### config.mk
export PLATFORM = sky130hd
export DESIGN_NAME = pe_step
export DESIGN_NICKNAME = d
export VERILOG_FILES = /design/src/hdl/pe_pkg.sv /design/src/hdl/pe_step.sv
export SDC_FILE = /design/constraint.sdc
export NUM_CORES = 2
export LEC_CHECK = 0
export CAP_MARGIN = 20
export CELL_PAD_IN_SITES_DETAIL_PLACEMENT = 1
export CELL_PAD_IN_SITES_GLOBAL_PLACEMENT = 2
export CORE_ASPECT_RATIO = 0.9
export CORE_MARGIN = 1.5
export CORE_UTILIZATION = 40
export DETAILED_ROUTE_END_ITERATION = 8
export DONT_BUFFER_PORTS = 1
export GPL_ROUTABILITY_DRIVEN = 0
export PLACE_DENSITY = 0.76
export SLEW_MARGIN = 20
export SYNTH_ARGS = -nofsm -noshare
export SYNTH_HDL_FRONTEND = slang
export SYNTH_SLANG_ARGS = --single-unit
### constraint.sdc
create_clock -name clk -period 3.98 [get_ports clk]
set_input_delay 0.597 -clock clk [delete_from_list [all_inputs] [get_ports clk]]
set_output_delay 0.597 -clock clk [all_outputs]
set_load 0.05 [all_outputs]
### src/hdl/pe_pkg.sv
// shared types and constants for the polynomial evaluator
// used by pe_regs, pe_step and polynomial_evaluator; depends on nothing
`default_nettype none

package pe_pkg;

    localparam int DATA_W         = 32;
    localparam int PROD_W         = 2 * DATA_W;
    localparam int DEG_W          = 3;
    localparam int IDX_W          = 4;
    localparam int NUM_COEFFS     = 7;
    localparam int DEF_MAX_DEGREE = 6;
    localparam int DEF_FRAC_BITS  = 16;

    localparam logic [DATA_W-1:0] S32_MAX = {1'b0, {(DATA_W-1){1'b1}}};
    localparam logic [DATA_W-1:0] S32_MIN = {1'b1, {(DATA_W-1){1'b0}}};

    typedef enum logic [IDX_W-1:0] {
        REG_DEGREE  = 4'd0,
        REG_COEFF_0 = 4'd1,
        REG_COEFF_1 = 4'd2,
        REG_COEFF_2 = 4'd3,
        REG_COEFF_3 = 4'd4,
        REG_COEFF_4 = 4'd5,
        REG_COEFF_5 = 4'd6,
        REG_COEFF_6 = 4'd7
    } reg_idx_t;

    // one item between horner steps
    typedef struct packed {
        logic              valid;
        logic              ovf;
        logic [DATA_W-1:0] acc;
        logic [DATA_W-1:0] x;
    } stage_t;

endpackage

`default_nettype wire

### src/hdl/pe_step.sv
// one horner step in three stages: multiply, round, add coefficient and saturate
// depends on pe_pkg
`default_nettype none

module pe_step #(
    parameter int FRAC_BITS = pe_pkg::DEF_FRAC_BITS
) (
    input  wire logic                          clk,
    input  wire logic                          rst_n,
    input  wire pe_pkg::stage_t                s_in,
    input  wire logic [pe_pkg::DATA_W-1:0]     coeff,
    input  wire logic                          active,
    output pe_pkg::stage_t                     s_out
);

    localparam int PW = pe_pkg::PROD_W;
    localparam int DW = pe_pkg::DATA_W;
    localparam int SW = PW + 1;
    localparam logic signed [PW-1:0] HALF =
        (FRAC_BITS > 0) ? (PW'(1) << ((FRAC_BITS > 0) ? FRAC_BITS - 1 : 0)) : '0;

    // stage 1
    logic                 valid_1_reg;
    logic                 ovf_1_reg;
    logic [DW-1:0]        acc_1_reg;
    logic [DW-1:0]        x_1_reg;
    logic signed [PW-1:0] prod_1_reg;
    logic signed [PW-1:0] prod_next;

    // stage 2
    logic                 valid_2_reg;
    logic                 ovf_2_reg;
    logic [DW-1:0]        acc_2_reg;
    logic [DW-1:0]        x_2_reg;
    logic signed [PW-1:0] rnd_2_reg;
    logic signed [PW-1:0] rnd_next;

    // stage 3
    logic                 valid_3_reg;
    logic                 ovf_3_reg;
    logic [DW-1:0]        acc_3_reg;
    logic [DW-1:0]        x_3_reg;
    logic [SW-1:0]        sum;
    logic                 sat_hi;
    logic                 sat_lo;
    logic                 ovf_next;
    logic [DW-1:0]        acc_next;

    assign prod_next = $signed(s_in.acc) * $signed(s_in.x);
    // floor after adding half an lsb: halves go toward plus infinity
    assign rnd_next  = (prod_1_reg + HALF) >>> FRAC_BITS;

    always_comb
    begin
        sum    = {rnd_2_reg[PW-1], rnd_2_reg} + {{(SW-DW){coeff[DW-1]}}, coeff};
        sat_hi = !sum[SW-1] && (|sum[SW-2:DW-1]);
        sat_lo = sum[SW-1] && !(&sum[SW-2:DW-1]);
        if (active)
        begin
            ovf_next = ovf_2_reg | sat_hi | sat_lo;
            if (sat_hi)
            begin
                acc_next = pe_pkg::S32_MAX;
            end
            else if (sat_lo)
            begin
                acc_next = pe_pkg::S32_MIN;
            end
            else
            begin
                acc_next = sum[DW-1:0];
            end
        end
        else
        begin
            // coefficient at or above the degree: pass the accumulator through
            ovf_next = ovf_2_reg;
            acc_next = acc_2_reg;
        end
    end

    always_ff @(posedge clk or negedge rst_n)
    begin
        if (!rst_n)
        begin
            valid_1_reg <= 1'b0;
            valid_2_reg <= 1'b0;
            valid_3_reg <= 1'b0;
        end
        else
        begin
            valid_1_reg <= s_in.valid;
            valid_2_reg <= valid_1_reg;
            valid_3_reg <= valid_2_reg;
        end
    end

    always_ff @(posedge clk)
    begin
        ovf_1_reg  <= s_in.ovf;
        acc_1_reg  <= s_in.acc;
        x_1_reg    <= s_in.x;
        prod_1_reg <= prod_next;

        ovf_2_reg  <= ovf_1_reg;
        acc_2_reg  <= acc_1_reg;
        x_2_reg    <= x_1_reg;
        rnd_2_reg  <= rnd_next;

        ovf_3_reg  <= ovf_next;
        acc_3_reg  <= acc_next;
        x_3_reg    <= x_2_reg;
    end

    assign s_out.valid = valid_3_reg;
    assign s_out.ovf   = ovf_3_reg;
    assign s_out.acc   = acc_3_reg;
    assign s_out.x     = x_3_reg;

    a_valid_travels: assert property (@(posedge clk) disable iff (!rst_n)
        s_out.valid |-> $past(s_in.valid, 3))
        else $error("step output valid without an item three cycles earlier");

    a_ovf_sticky: assert property (@(posedge clk) disable iff (!rst_n)
        s_out.valid |-> (s_out.ovf || !$past(s_in.ovf, 3)))
        else $error("overflow flag cleared inside a step");

    a_new_ovf_saturates: assert property (@(posedge clk) disable iff (!rst_n)
        (s_out.valid && s_out.ovf && !$past(s_in.ovf, 3)) |->
        (s_out.acc == pe_pkg::S32_MAX || s_out.acc == pe_pkg::S32_MIN))
        else $error("step raised overflow without a saturated result");

endmodule

`default_nettype wire

# Yosys cells after proc, flatten, opt, wreduce, memory -nomap -nowiden
# Cells that the tools add are included.
[classes]
n_bitwise = 2
mux = 4
multipliers = 1
reduce_logical = 6
add_sub_neg = 2
[ops]
columns = ["cell", "count"]
rows = [
  ["two-way mux 32 bit", 3],
  ["adder 64 x 17 -> 64 bit (second input constant)", 1],
  ["multiplier 32 x 32 -> 64 bit", 1],
  ["adder 48 x 32 -> 49 bit", 1],
  ["AND reduction 33 bit", 1],
  ["OR reduction 33 bit", 1],
  ["logical AND 1 bit", 2],
  ["zero test 1 bit", 2],
  ["OR 1 bit", 2],
  ["two-way mux 1 bit", 1],
]
[totals]
input_bits = 101
output_inout_bits = 66
ff_bits = 310
wordCells = 29

# Longest topological paths before layout
[depth]
word_depth = 7
mapped_depth = 29
ltp_nobuf = 28

# Worst setup path before layout
# Ideal clock, no wire load.
[synth_path]
path_type = "input-to-reg"
from = "in s_in[41] (netlist name)"
to = "reg prod_1_reg[51]"
required_ns = 3.920
path_buffers = 1
slack_ns = -4.113
cell_stages = 27
t_arrival_ns = 8.033
cell_sequence = "clkbuf_1 > nand2_1 > fa_1 > inv_1 > fa_1 > fa_1 > inv_1 > fa_1 > inv_1 > fa_1 > inv_1 > fa_1 > inv_1 > fa_1 > fa_1 > ha_1 > a21o_1 > a21o_1 > a21oi_1 > o211ai_1 > a221oi_1 > o21ai_0 > a21oi_1 > o211ai_1 > a2111o_1 > a2111oi_0 > a311o_1"
[synth_between]
elab_chain_cells = 1
[synth_rtl]
columns = ["element", "line", "source"]
rows = [
  ["start: declaration", "pe_step.sv:10", "input wire pe_pkg::stage_t s_in,"],
  ["multiplier 32 x 32 -> 64 bit", "pe_step.sv:49", "assign prod_next = $signed(s_in.acc) * $signed(s_in.x);"],
  ["net prod_next[51]", "pe_step.sv:28", "logic signed [PW-1:0] prod_next;"],
  ["end signal: assignment", "pe_step.sv:103", "prod_1_reg <= prod_next;"],
  ["end: declaration", "pe_step.sv:27", "logic signed [PW-1:0] prod_1_reg;"],
]
# The timed path passes the listed nets, and every way through them passes these cells.

# Final worst setup path
[layout_path]
from = "in s_in[43] (netlist name)"
to = "reg prod_1_reg[51]"
# The elaborated chain is that of the path after synthesis.

==> flow_summary.toml <==
[yosys]
syn_nets = 6184
synthMostInstantiatedCell = "fa_1"
async_flop_share = 0.01017
syn-cell-area_um2 = 46100
ys_seq_area_frac = 0.1284
synth.top_cells.by_count = "1082 x fa_1, 1025 x inv_1, 564 x nand2_1"
ys.flop_type = "dfxtp_1"
synth_area_leaders = "fa_1 47%, dfxtp_1 13%, inv_1 8.3%"
synth_seq_cells = 295
synth.avg_cell_area_um2 = 9.661
yosys_warnings = 0
yosysTopAreaCell = "fa_1"
synth_edf_count = 0
synth_cell_types = 81
synth_top_cell_area_share = 0.4699
syn_inst = 4772

[drt]
detail-route-antenna-nets = 0
routed_wl_um = 154500
route.vias.total = 33580
routedWlPerCell_um = 23.55
via_per_inst = 5.121
drtIter0Drc = 1955
drc = 0
first_pass_iters = 7

[cts]
cts_tree = "done"
cts_root_buf = "clkbuf_16"
h-tree-depth = 2
clk_pin_slew_ps = 70
insertion_delay_ps = 600
cts.path.max_buffers = 3
clock_sinks = 295
cts_buffers = 38

[finish]
drive_gt1_frac = 0.1384
final_core_util = 0.4693
largest_register_ffs = 49
syn2layout_area_growth_pct = 15.79
nNetsFinal = 6448
final_area_um2 = 53380

[place]
dp_hpwl_um = 115400
placed_area_um2 = 50130
dp_slack_ps = -3874
port_buffers = 0

[critical_path]
cp.required_ps = 4520
path_common_cell = "fa_1"
critPathMaxStageDelay_ps = 600
crit_path_top_delay_cell = "fa_1"
critPathKind = "in -> reg"
crit_fanout = 33
worstPathArrival_ps = 7800
crit_path_start_kind = "primary input"
path_buf_inv = 6
critPathTopFamily = "adder cells"
critPathCaptureType = "register"

[floorplan]
chipWidth_um = 360.9
num_rows = 117
io_pins = 167
dieArea_um2 = 117300
die_h_um = 325.1
core-area_um2 = 113700
start_util = 0.4053

[global_routing]
grt_overflow = 0
grt_pass1_wl_um = 236900
grt_pass1_vias = 38490
track_usage = 0.2696
grt_antenna_before_repair = 15
grt_max_degree = 65

[sta]
rsz0062_at_grt = "yes"
skew_ps = 18.05
slew-limit-headroom = 0.5029
fmax_ghz = 0.1377
max_slew.worst_pin.slew_ps = 734.0
finalHoldViolCount = 0
slew_violations = 0
setup_viol = 75
min_period_ps = 7263
fin_ws_ps = -3283
fin_crit_sh = 1.825
whs_ps = 15.07

[flow_run]
drv_cap = 0

[status]
status = "finished with violations"
violations = "negative setup slack"

[min_path]
hold_path.class = "in -> reg"
[final timing paths]
check,from,endpoint,slack (ps),cells after the start
worst min register to register,acc_1_reg[30],acc_2_reg[30],320,0
worst max-delay path,s_in[43],prod_1_reg[51],-3280,27
max in group asynchronous,rst_n,valid_1_reg,3600,1
min in group asynchronous,rst_n,valid_2_reg,240,1
worst max register to register,rnd_2_reg[1],acc_3_reg[20],-150,14
worst min-delay path,s_in[13],x_1_reg[13],20,0
[kinds of logic after synthesis]
logic type               synth area share
AND/OR/NAND/NOR                    0.1521
AO/OA/AOI/OAI                     0.05564
flip-flops                         0.1284
adder cells (fa/ha/maj)            0.5320
buffers and inverters              0.1038
XOR/XNOR                          0.02736
multiplexers                    0.0006785
[through the flow]
stage / cells / setup TNS [ps]
3_3_place_gp: 6395 / -164080
2_1_floorplan: 4772 / -134200
6_report: 6558 / -126810
3_5_place_dp: 6395 / -169270
5_1_grt: 6553 / -138790
4_1_cts: 6540 / -123890
[repair_timing]
action | 4_1_cts | 5_1_grt
endpoints found under the hold margin | 52 | 0
hold buffers | 50 | 0
setup endpoints to repair | 81 | 81
buffers inserted | 27 | 16
pin swaps | 118 | 67
cloned | 3 | 3
gates resized for setup | 143 | 85
[final cells by class]
class | instances | area [µm²]
fillers | 12660 | 60360
well taps | 1487 | 1861
multi-input cells | 3216 | 36540
inverters | 1025 | 3857
diodes | 7 | 17.52
clock buffers | 49 | 1054
clock inverters | 19 | 229.0
repair buffers | 460 | 3894
flip-flops and latches | 295 | 5927
[layout by cell type, fill, tap and decap left out, drive strengths merged, types with 5 or more instances in the layout]
cell type    instances
a221oi               5
and3                18
buf                408
inv               1034
o21ai               52
nor2               134
and4                 5
clkbuf              51
a31oi               16
or2                  8
nor3                23
diode                7
a2111oi             10
o21bai              17
nand4               28
ha                 229
or3                  5
clkinv               5
xnor2               94
a21oi               96
o21a                18
fa                1082
dfxtp              292
nand2              564
dlygate4sd3         50
nand2b              19
o211ai              12
nand3               41
xor2                50
and2               529
a311oi              27
a21o                43
nor4                 5
a211oi              13
nor2b                9
[per-layer routing]
metal / part of all wire / track usage / up-vias
met5: 0 / 0 / -
met4: 0.020 / 0.05485 / 0
met3: 0.079 / 0.06329 / 172
met2: 0.47 / 0.4397 / 934
met1: 0.44 / 0.3662 / 17830
li1: - / - / 14650
Power is not shown: default switching activity piles up to over one toggle a cycle in this logic, so the estimate is an artifact.
