### config.mk
export PLATFORM = sky130hd
export DESIGN_NAME = pe_regs
export DESIGN_NICKNAME = d
export VERILOG_FILES = /design/src/hdl/pe_pkg.sv /design/src/hdl/pe_regs.sv
export SDC_FILE = /design/constraint.sdc
export NUM_CORES = 1
export LEC_CHECK = 0
export ABC_AREA = 1
export ABC_CLOCK_PERIOD_IN_PS = 1900
export BUFFER_PORTS_ARGS = -buffer_cell sky130_fd_sc_hd__buf_4
export CORE_ASPECT_RATIO = 1.75
export CORE_MARGIN = 2
export CORE_UTILIZATION = 53
export DETAILED_ROUTE_END_ITERATION = 7
export PLACE_DENSITY_LB_ADDON = 0.12
export SYNTH_ARGS = -nofsm -noshare
export SYNTH_HDL_FRONTEND = slang
export SYNTH_SLANG_ARGS = --single-unit
### constraint.sdc
create_clock -name clk -period 1.9 [get_ports clk]
set_input_delay 0.38 -clock clk [delete_from_list [all_inputs] [get_ports clk]]
set_output_delay 0.38 -clock clk [all_outputs]
set_load 0.05 [all_outputs]
### src/hdl/pe_pkg.sv
// shared types and constants for the polynomial evaluator
// used by pe_regs, pe_step and polynomial_evaluator; depends on nothing
`default_nettype none

package pe_pkg;

    localparam int DATA_W         = 32;
    localparam int PROD_W         = 2 * DATA_W;
    localparam int DEG_W          = 3;
    localparam int IDX_W          = 4;
    localparam int NUM_COEFFS     = 7;
    localparam int DEF_MAX_DEGREE = 6;
    localparam int DEF_FRAC_BITS  = 16;

    localparam logic [DATA_W-1:0] S32_MAX = {1'b0, {(DATA_W-1){1'b1}}};
    localparam logic [DATA_W-1:0] S32_MIN = {1'b1, {(DATA_W-1){1'b0}}};

    typedef enum logic [IDX_W-1:0] {
        REG_DEGREE  = 4'd0,
        REG_COEFF_0 = 4'd1,
        REG_COEFF_1 = 4'd2,
        REG_COEFF_2 = 4'd3,
        REG_COEFF_3 = 4'd4,
        REG_COEFF_4 = 4'd5,
        REG_COEFF_5 = 4'd6,
        REG_COEFF_6 = 4'd7
    } reg_idx_t;

    // one item between horner steps
    typedef struct packed {
        logic              valid;
        logic              ovf;
        logic [DATA_W-1:0] acc;
        logic [DATA_W-1:0] x;
    } stage_t;

endpackage

`default_nettype wire

### src/hdl/pe_regs.sv
// configuration registers: degree and coefficients, degree clamp and step enables
// depends on pe_pkg
`default_nettype none

module pe_regs #(
    parameter int MAX_DEGREE = pe_pkg::DEF_MAX_DEGREE,
    localparam int LIM = (MAX_DEGREE < pe_pkg::NUM_COEFFS - 1) ? MAX_DEGREE
                                                                : pe_pkg::NUM_COEFFS - 1
) (
    input  wire logic                                     clk,
    input  wire logic                                     rst_n,
    input  wire logic                                     wr_en,
    input  wire logic [pe_pkg::IDX_W-1:0]                 wr_index,
    input  wire logic [pe_pkg::DATA_W-1:0]                wr_data,
    output logic [pe_pkg::NUM_COEFFS-1:0][pe_pkg::DATA_W-1:0] coeff,
    output logic [pe_pkg::DATA_W-1:0]                     head_coeff,
    output logic [LIM-1:0]                                active
);

    logic [pe_pkg::DEG_W-1:0]                              degree_reg;
    logic [pe_pkg::NUM_COEFFS-1:0][pe_pkg::DATA_W-1:0]     coeff_reg;
    logic [pe_pkg::DEG_W-1:0]                              n_eff;
    logic [pe_pkg::IDX_W-1:0]                              coeff_sel;

    assign coeff_sel = wr_index - pe_pkg::REG_COEFF_0;

    always_ff @(posedge clk or negedge rst_n)
    begin
        if (!rst_n)
        begin
            degree_reg <= '0;
            coeff_reg  <= '0;
        end
        else if (wr_en)
        begin
            case (wr_index)
                pe_pkg::REG_DEGREE:
                begin
                    degree_reg <= wr_data[pe_pkg::DEG_W-1:0];
                end
                default:
                begin
                    // writes to unknown indexes are dropped
                    if (wr_index inside {[pe_pkg::REG_COEFF_0:pe_pkg::REG_COEFF_6]})
                    begin
                        coeff_reg[coeff_sel[pe_pkg::DEG_W-1:0]] <= wr_data;
                    end
                end
            endcase
        end
    end

    always_comb
    begin
        n_eff = (degree_reg > pe_pkg::DEG_W'(LIM)) ? pe_pkg::DEG_W'(LIM) : degree_reg;
        for (int k = 0; k < LIM; k++)
        begin
            active[k] = (pe_pkg::DEG_W'(k) < n_eff);
        end
    end

    assign coeff      = coeff_reg;
    assign head_coeff = coeff_reg[n_eff];

endmodule

`default_nettype wire

======== Word level (Yosys, flattened, before mapping) ========
Cells that the tools add are included.
word-level totals
  flip-flop bits (word level) ............. 227
  bits in latches ......................... 0
  RAM bits ................................ 0
  bits in read-only memories .............. 0
  bits of input ports ..................... 39
  output and inout port bits .............. 262
  word-level logic and storage cells ...... 33
  memories ................................ 0
operators by class
  add/subtract/negate cells ............... 1
  $mul .................................... 0
  div/mod/pow operators ................... 0
  order comparisons ....................... 12
  eq/ne operators ......................... 0
  shift operators ......................... 0
  mux-type cells .......................... 6
  bitwise logic cells ..................... 1
  reductions and logical operators ........ 5
operator list
  cell                                                                                 number
  224-bit bitwise mux                                                                  1
  32-bit binary-select mux with 3-bit select                                           1
  32-bit demux with 3-bit select                                                       1
  32-bit 2-to-1 mux                                                                    2
  3-bit by 4-bit < comparator with 1-bit output, second input constant                 2
  1-bit by 3-bit < comparator with 1-bit output, first input constant                  2
  2-bit by 3-bit < comparator with 1-bit output, first input constant                  2
  3-bit < comparator, first input constant                                             2
  4-bit by 1-bit greater-or-equal comparator with 1-bit output, second input constant  1
  4-bit by 3-bit <= comparator with 1-bit output, second input constant                1
  4-bit zero test                                                                      1
  3-bit by 1-bit greater-or-equal comparator with 1-bit output, second input constant  1
  3-bit > comparator, second input constant                                            1
  3-bit 2-to-1 mux                                                                     1
  3-bit AND reduction                                                                  1
  3-bit by 1-bit subtractor with 3-bit output, second input constant                   1
  1-bit logical AND                                                                    2
  2-bit AND reduction                                                                  1
  1-bit NOT                                                                            1

======== Logic depth before layout (Yosys ltp) ========
  depth in word-level cells ............... 6
  gate-level depth with buffers ........... 10

======== Least setup slack after synthesis ========
OpenSTA, ideal clock, no wires.
  path kind ............................... register to output
  start ................................... register degree_reg[2] (netlist bit)
  end ..................................... output head_coeff[13] (netlist bit)
  arrival time ............................ 1670 ps
  data required time ...................... 1520 ps
  slack ................................... -150 ps
  cell stages (with the launch flop) ...... 7
  buffers on the path ..................... 1
  cell sequence ........................... dfrtp_1 > nor2_1 > buf_2 > nand2_2 > nor2_1 > nor2_1 > nand2_1
on the way
  longest elaborated chain between the ends .. 4
ends and longest elaborated chain
  what                                            line           text
  start: declaration                              pe_regs.sv:20  logic [pe_pkg::DEG_W-1:0] degree_reg;
  start signal: assignment                        pe_regs.sv:39  degree_reg <= wr_data[pe_pkg::DEG_W-1:0];
  3-bit > comparator                              pe_regs.sv:55  n_eff = (degree_reg > pe_pkg::DEG_W'(LIM)) ? pe_pkg::DEG_W'(LIM) : degree_reg;
  3-bit 2-to-1 mux (*)                            pe_regs.sv:55
  32-bit binary-select mux with 3-bit select (*)  pe_regs.sv:63  assign head_coeff = coeff_reg[n_eff];
  32-bit 2-to-1 mux (implied by the code) (*)     pe_regs.sv:63
  end: declaration                                pe_regs.sv:16  output logic [pe_pkg::DATA_W-1:0] head_coeff,
Every way passes the cells marked *; elsewhere a longest branch is shown, timed or not. The select of a mux whose other input is x is not followed.

======== Worst setup path in the final report ========
  start ................................... register degree_reg[2] (netlist bit)
  end ..................................... output head_coeff[24] (netlist bit)
Same word-level chain as after synthesis.

==> impl_metrics.env <==
export IMPL_status="finished with violations"
export IMPL_violations="negative setup slack"
export IMPL_drc=0
export IMPL_fmax_mhz=416
export IMPL_setup_worst_path_class="register to output port"
export IMPL_start_kind="register"
export IMPL_dr_pass1_iters=6
export IMPL_cp_slowest_cell="dfrtp_1"
export IMPL_arrival_ns=2.02
export IMPL_crit_family="buffers and inverters"
export IMPL_grt_max_degree=54
export IMPL_fill_cells=1613
export IMPL_syn_area_per_cell_sq_um=7.24
export IMPL_synth_top_area_frac=0.504
export IMPL_max_slew_worst_pin_slew_ns=0.492
export IMPL_grt_overflow=0
export IMPL_cp_end_kind="output port"
export IMPL_p_seq_frac=0.295
export IMPL_netSwitchingPower_mw=12.7
export IMPL_synth_area_sq_mm=0.0113
export IMPL_final_cells=2128
export IMPL_setup_viol=37
export IMPL_die_y_um=197
export IMPL_synthCells=1555
export IMPL_final_net_count=1903
export IMPL_cap_violations=0
export IMPL_ios=301
export IMPL_maxSlewViolCount=0
export IMPL_ant_nets=0
export IMPL_grt_pass1_vias=12000
export IMPL_finalCritPeriodShare=1.27
export IMPL_clk_pin_slew_ns=0.06
export IMPL_utilization=0.763
export IMPL_clockBufferDepth=3
export IMPL_hold_violations=0
export IMPL_hpwl_um=30700
export IMPL_ys_types=21
export IMPL_crit_chain="buf_6 > nor2_4 > buf_12 > buf_12 > nand2_1 > nand3_2 > nand2_2 > nand2_2 > buf_8"
export IMPL_leakage_nw=8.68
export IMPL_cts_max_level=1
export IMPL_wirelength_um=45300
export IMPL_cts_root_buf="clkbuf_16"
export IMPL_rsz0062_at_grt="true"
export IMPL_synth_seq_area_share=0.504
export IMPL_cts_tree="yes"
export IMPL_cp_required_ns=1.52
export IMPL_die_area_sq_mm=0.0225
export IMPL_gp_congestion=0.929
export IMPL_hold_ws_ns=0.141
export IMPL_peakVddDrop_v=0.00114
export IMPL_num_antenna_cells=0
export IMPL_io_buffers=300
export IMPL_p_comb_frac=0.530
export IMPL_clk_latency_ns=0.50
export IMPL_ys_ff_latch=227
export IMPL_hold_path_class="input pin to register"
export IMPL_start_util=0.540
export IMPL_preCtsSetupSlack_ns=0.0208
export IMPL_p_int_mw=12.8
export IMPL_vias=12400
export IMPL_dpl_cell_count=2079
export IMPL_vias_per_cell=5.82
export IMPL_cp_slowest_stage_delay_ns=0.42
export IMPL_syn2layout_area_growth_pct=41.2
export IMPL_core_rowCount=70
export IMPL_path_buf_inv=4
export IMPL_clkPwrFrac=0.174
export IMPL_yosys_top_cells_area="dfrtp_1, nand2_1, nand3_1"
export IMPL_cts_num_sinks=227
export IMPL_track_usage=0.391
export IMPL_fin_crit_ns=2.40
export IMPL_design_core_area_sq_mm=0.0208
export IMPL_largest_reg_flops=224
export IMPL_routedWlPerCell_um=21.3
export IMPL_p_sw_frac=0.498
export IMPL_slew_headroom=0.672
export IMPL_drive_above_1_share=0.301
export IMPL_synth_top_area_cell="dfrtp_1"
export IMPL_p_per_area_mw_per_mm2=1600
export IMPL_fin_skew_ns=0
export IMPL_yosysWarnings=0
export IMPL_synth_fp_nets=1595
export IMPL_die_x_um=114
export IMPL_drtIter0Drc=1118
export IMPL_antenna_found_initial=0
export IMPL_grt_first_pass_wirelength_um=67500
export IMPL_setup_ws_ns=-0.504
export IMPL_cts_made_buffers=22
export IMPL_crit_fanout=8
-- power by group through the flow --
| stage | Combinational (mW) | Clock (mW) | Sequential [mW] |
|---|---|---|---|
| 2_1_floorplan | 3.80 | 0 | 11.7 |
| 3_3_place_gp | 12.3 | 0 | 7.50 |
| 3_5_place_dp | 12.5 | 0 | 7.51 |
| 4_1_cts | 13.2 | 4.46 | 7.44 |
| 5_1_grt | 14.1 | 4.66 | 7.64 |
| 6_report | 13.5 | 4.44 | 7.53 |
-- kinds of logic after synthesis --
group / Yosys count / share of synthesized area
buffers and inverters: 165 / 0.0648
and+or+nand+nor: 1058 / 0.383
adders and majority gates: 1 / 0.00111
DFF: 227 / 0.504
AOI/OAI and AO/OA: 104 / 0.0471
-- path summary, 6_finish.rpt --
| path | from | endpoint | slack (ns) | cells past startpoint |
|---|---|---|---|---|
| max | degree_reg[2] | head_coeff[24] | -0.50 | 9 |
| min reg2reg | coeff[1] | coeff[1] | 0.50 | 2 |
| min in group asynchronous | rst_n | coeff[54] | 0.40 | 2 |
| max reg2reg | degree_reg[0] | degree_reg[0] | 0.93 | 3 |
| min | wr_data[12] | coeff[204] | 0.14 | 3 |
| max in group asynchronous | rst_n | degree_reg[1] | 0.90 | 3 |
-- synth_stat cells --
library cell,number
nand2_1,776
dfrtp_1,227
nand3_1,215
o21ai_1,90
buf_2,61
inv_1,52
nor2_1,49
clkbuf_1,29
inv_2,10
buf_4,8
o21ai_0,6
nand2_2,5
nor2_2,5
a21boi_1,4
a21oi_1,4
nand3b_1,4
clkbuf_2,3
buf_1,2
nand3_2,2
nor2_4,2
ha_1,1
-- area by class of cell --
class	count	area, sq um	area share
clock buffers	32	639	0.0402
repair buffers	386	3590	0.226
multi-input cells	1164	5340	0.336
flip-flops and latches	227	5680	0.357
inverters	62	253	0.0159
clock inverters	5	75.1	0.00472
well taps	252	315	0.0198
-- tightest hold or removal path, delay by kind of cell --
| family | cells | cell delay, ns |
|---|---|---|
| buffers and inverters | 1 | 0.13 |
| and+or+nand+nor | 2 | 0.11 |
-- stage by stage --
stage	power [mW]	instance area, sq um	setup TNS (ns)
floorplan	15.5	11300	0
global placement	19.8	14300	0
detailed placement	20.0	14300	0
CTS	25.1	15500	-14.06
global route	26.4	15900	-18.11
finish	25.5	15900	-15.89
-- cells in the final DEF, fill, tap and decap left out, drive strengths merged, types with 2 or more instances in the layout --
master and n:
nor2 56, a21boi 4, nand3b 4, dfrtp 227, a21oi 4, bufinv 2
clkbuf 34, inv 62, clkinv 3, buf 383, nand3 217, nand2 782
o21ai 96
-- repair_timing --
item / in CTS / in global routing
gates resized for setup: 96 / 98
setup endpoints to repair: 37 / 37
setup buffers: 4 / 3
hold buffers: 1 / 0
gates cloned: 3 / 3
pin swaps: 5 / 49
hold endpoints to repair: 46 / 0
-- per-layer routing --
metal,share of wire,wire length (um),up-vias,GRT usage
li1,-,-,5514,-
met1,0.33,14900,5863,0.440
met2,0.50,22700,792,0.659
met3,0.087,3940,223,0.0741
met4,0.081,3670,0,0.280
met5,0,0,-,0
No activity file was read; power rests on OpenSTA's default activity.
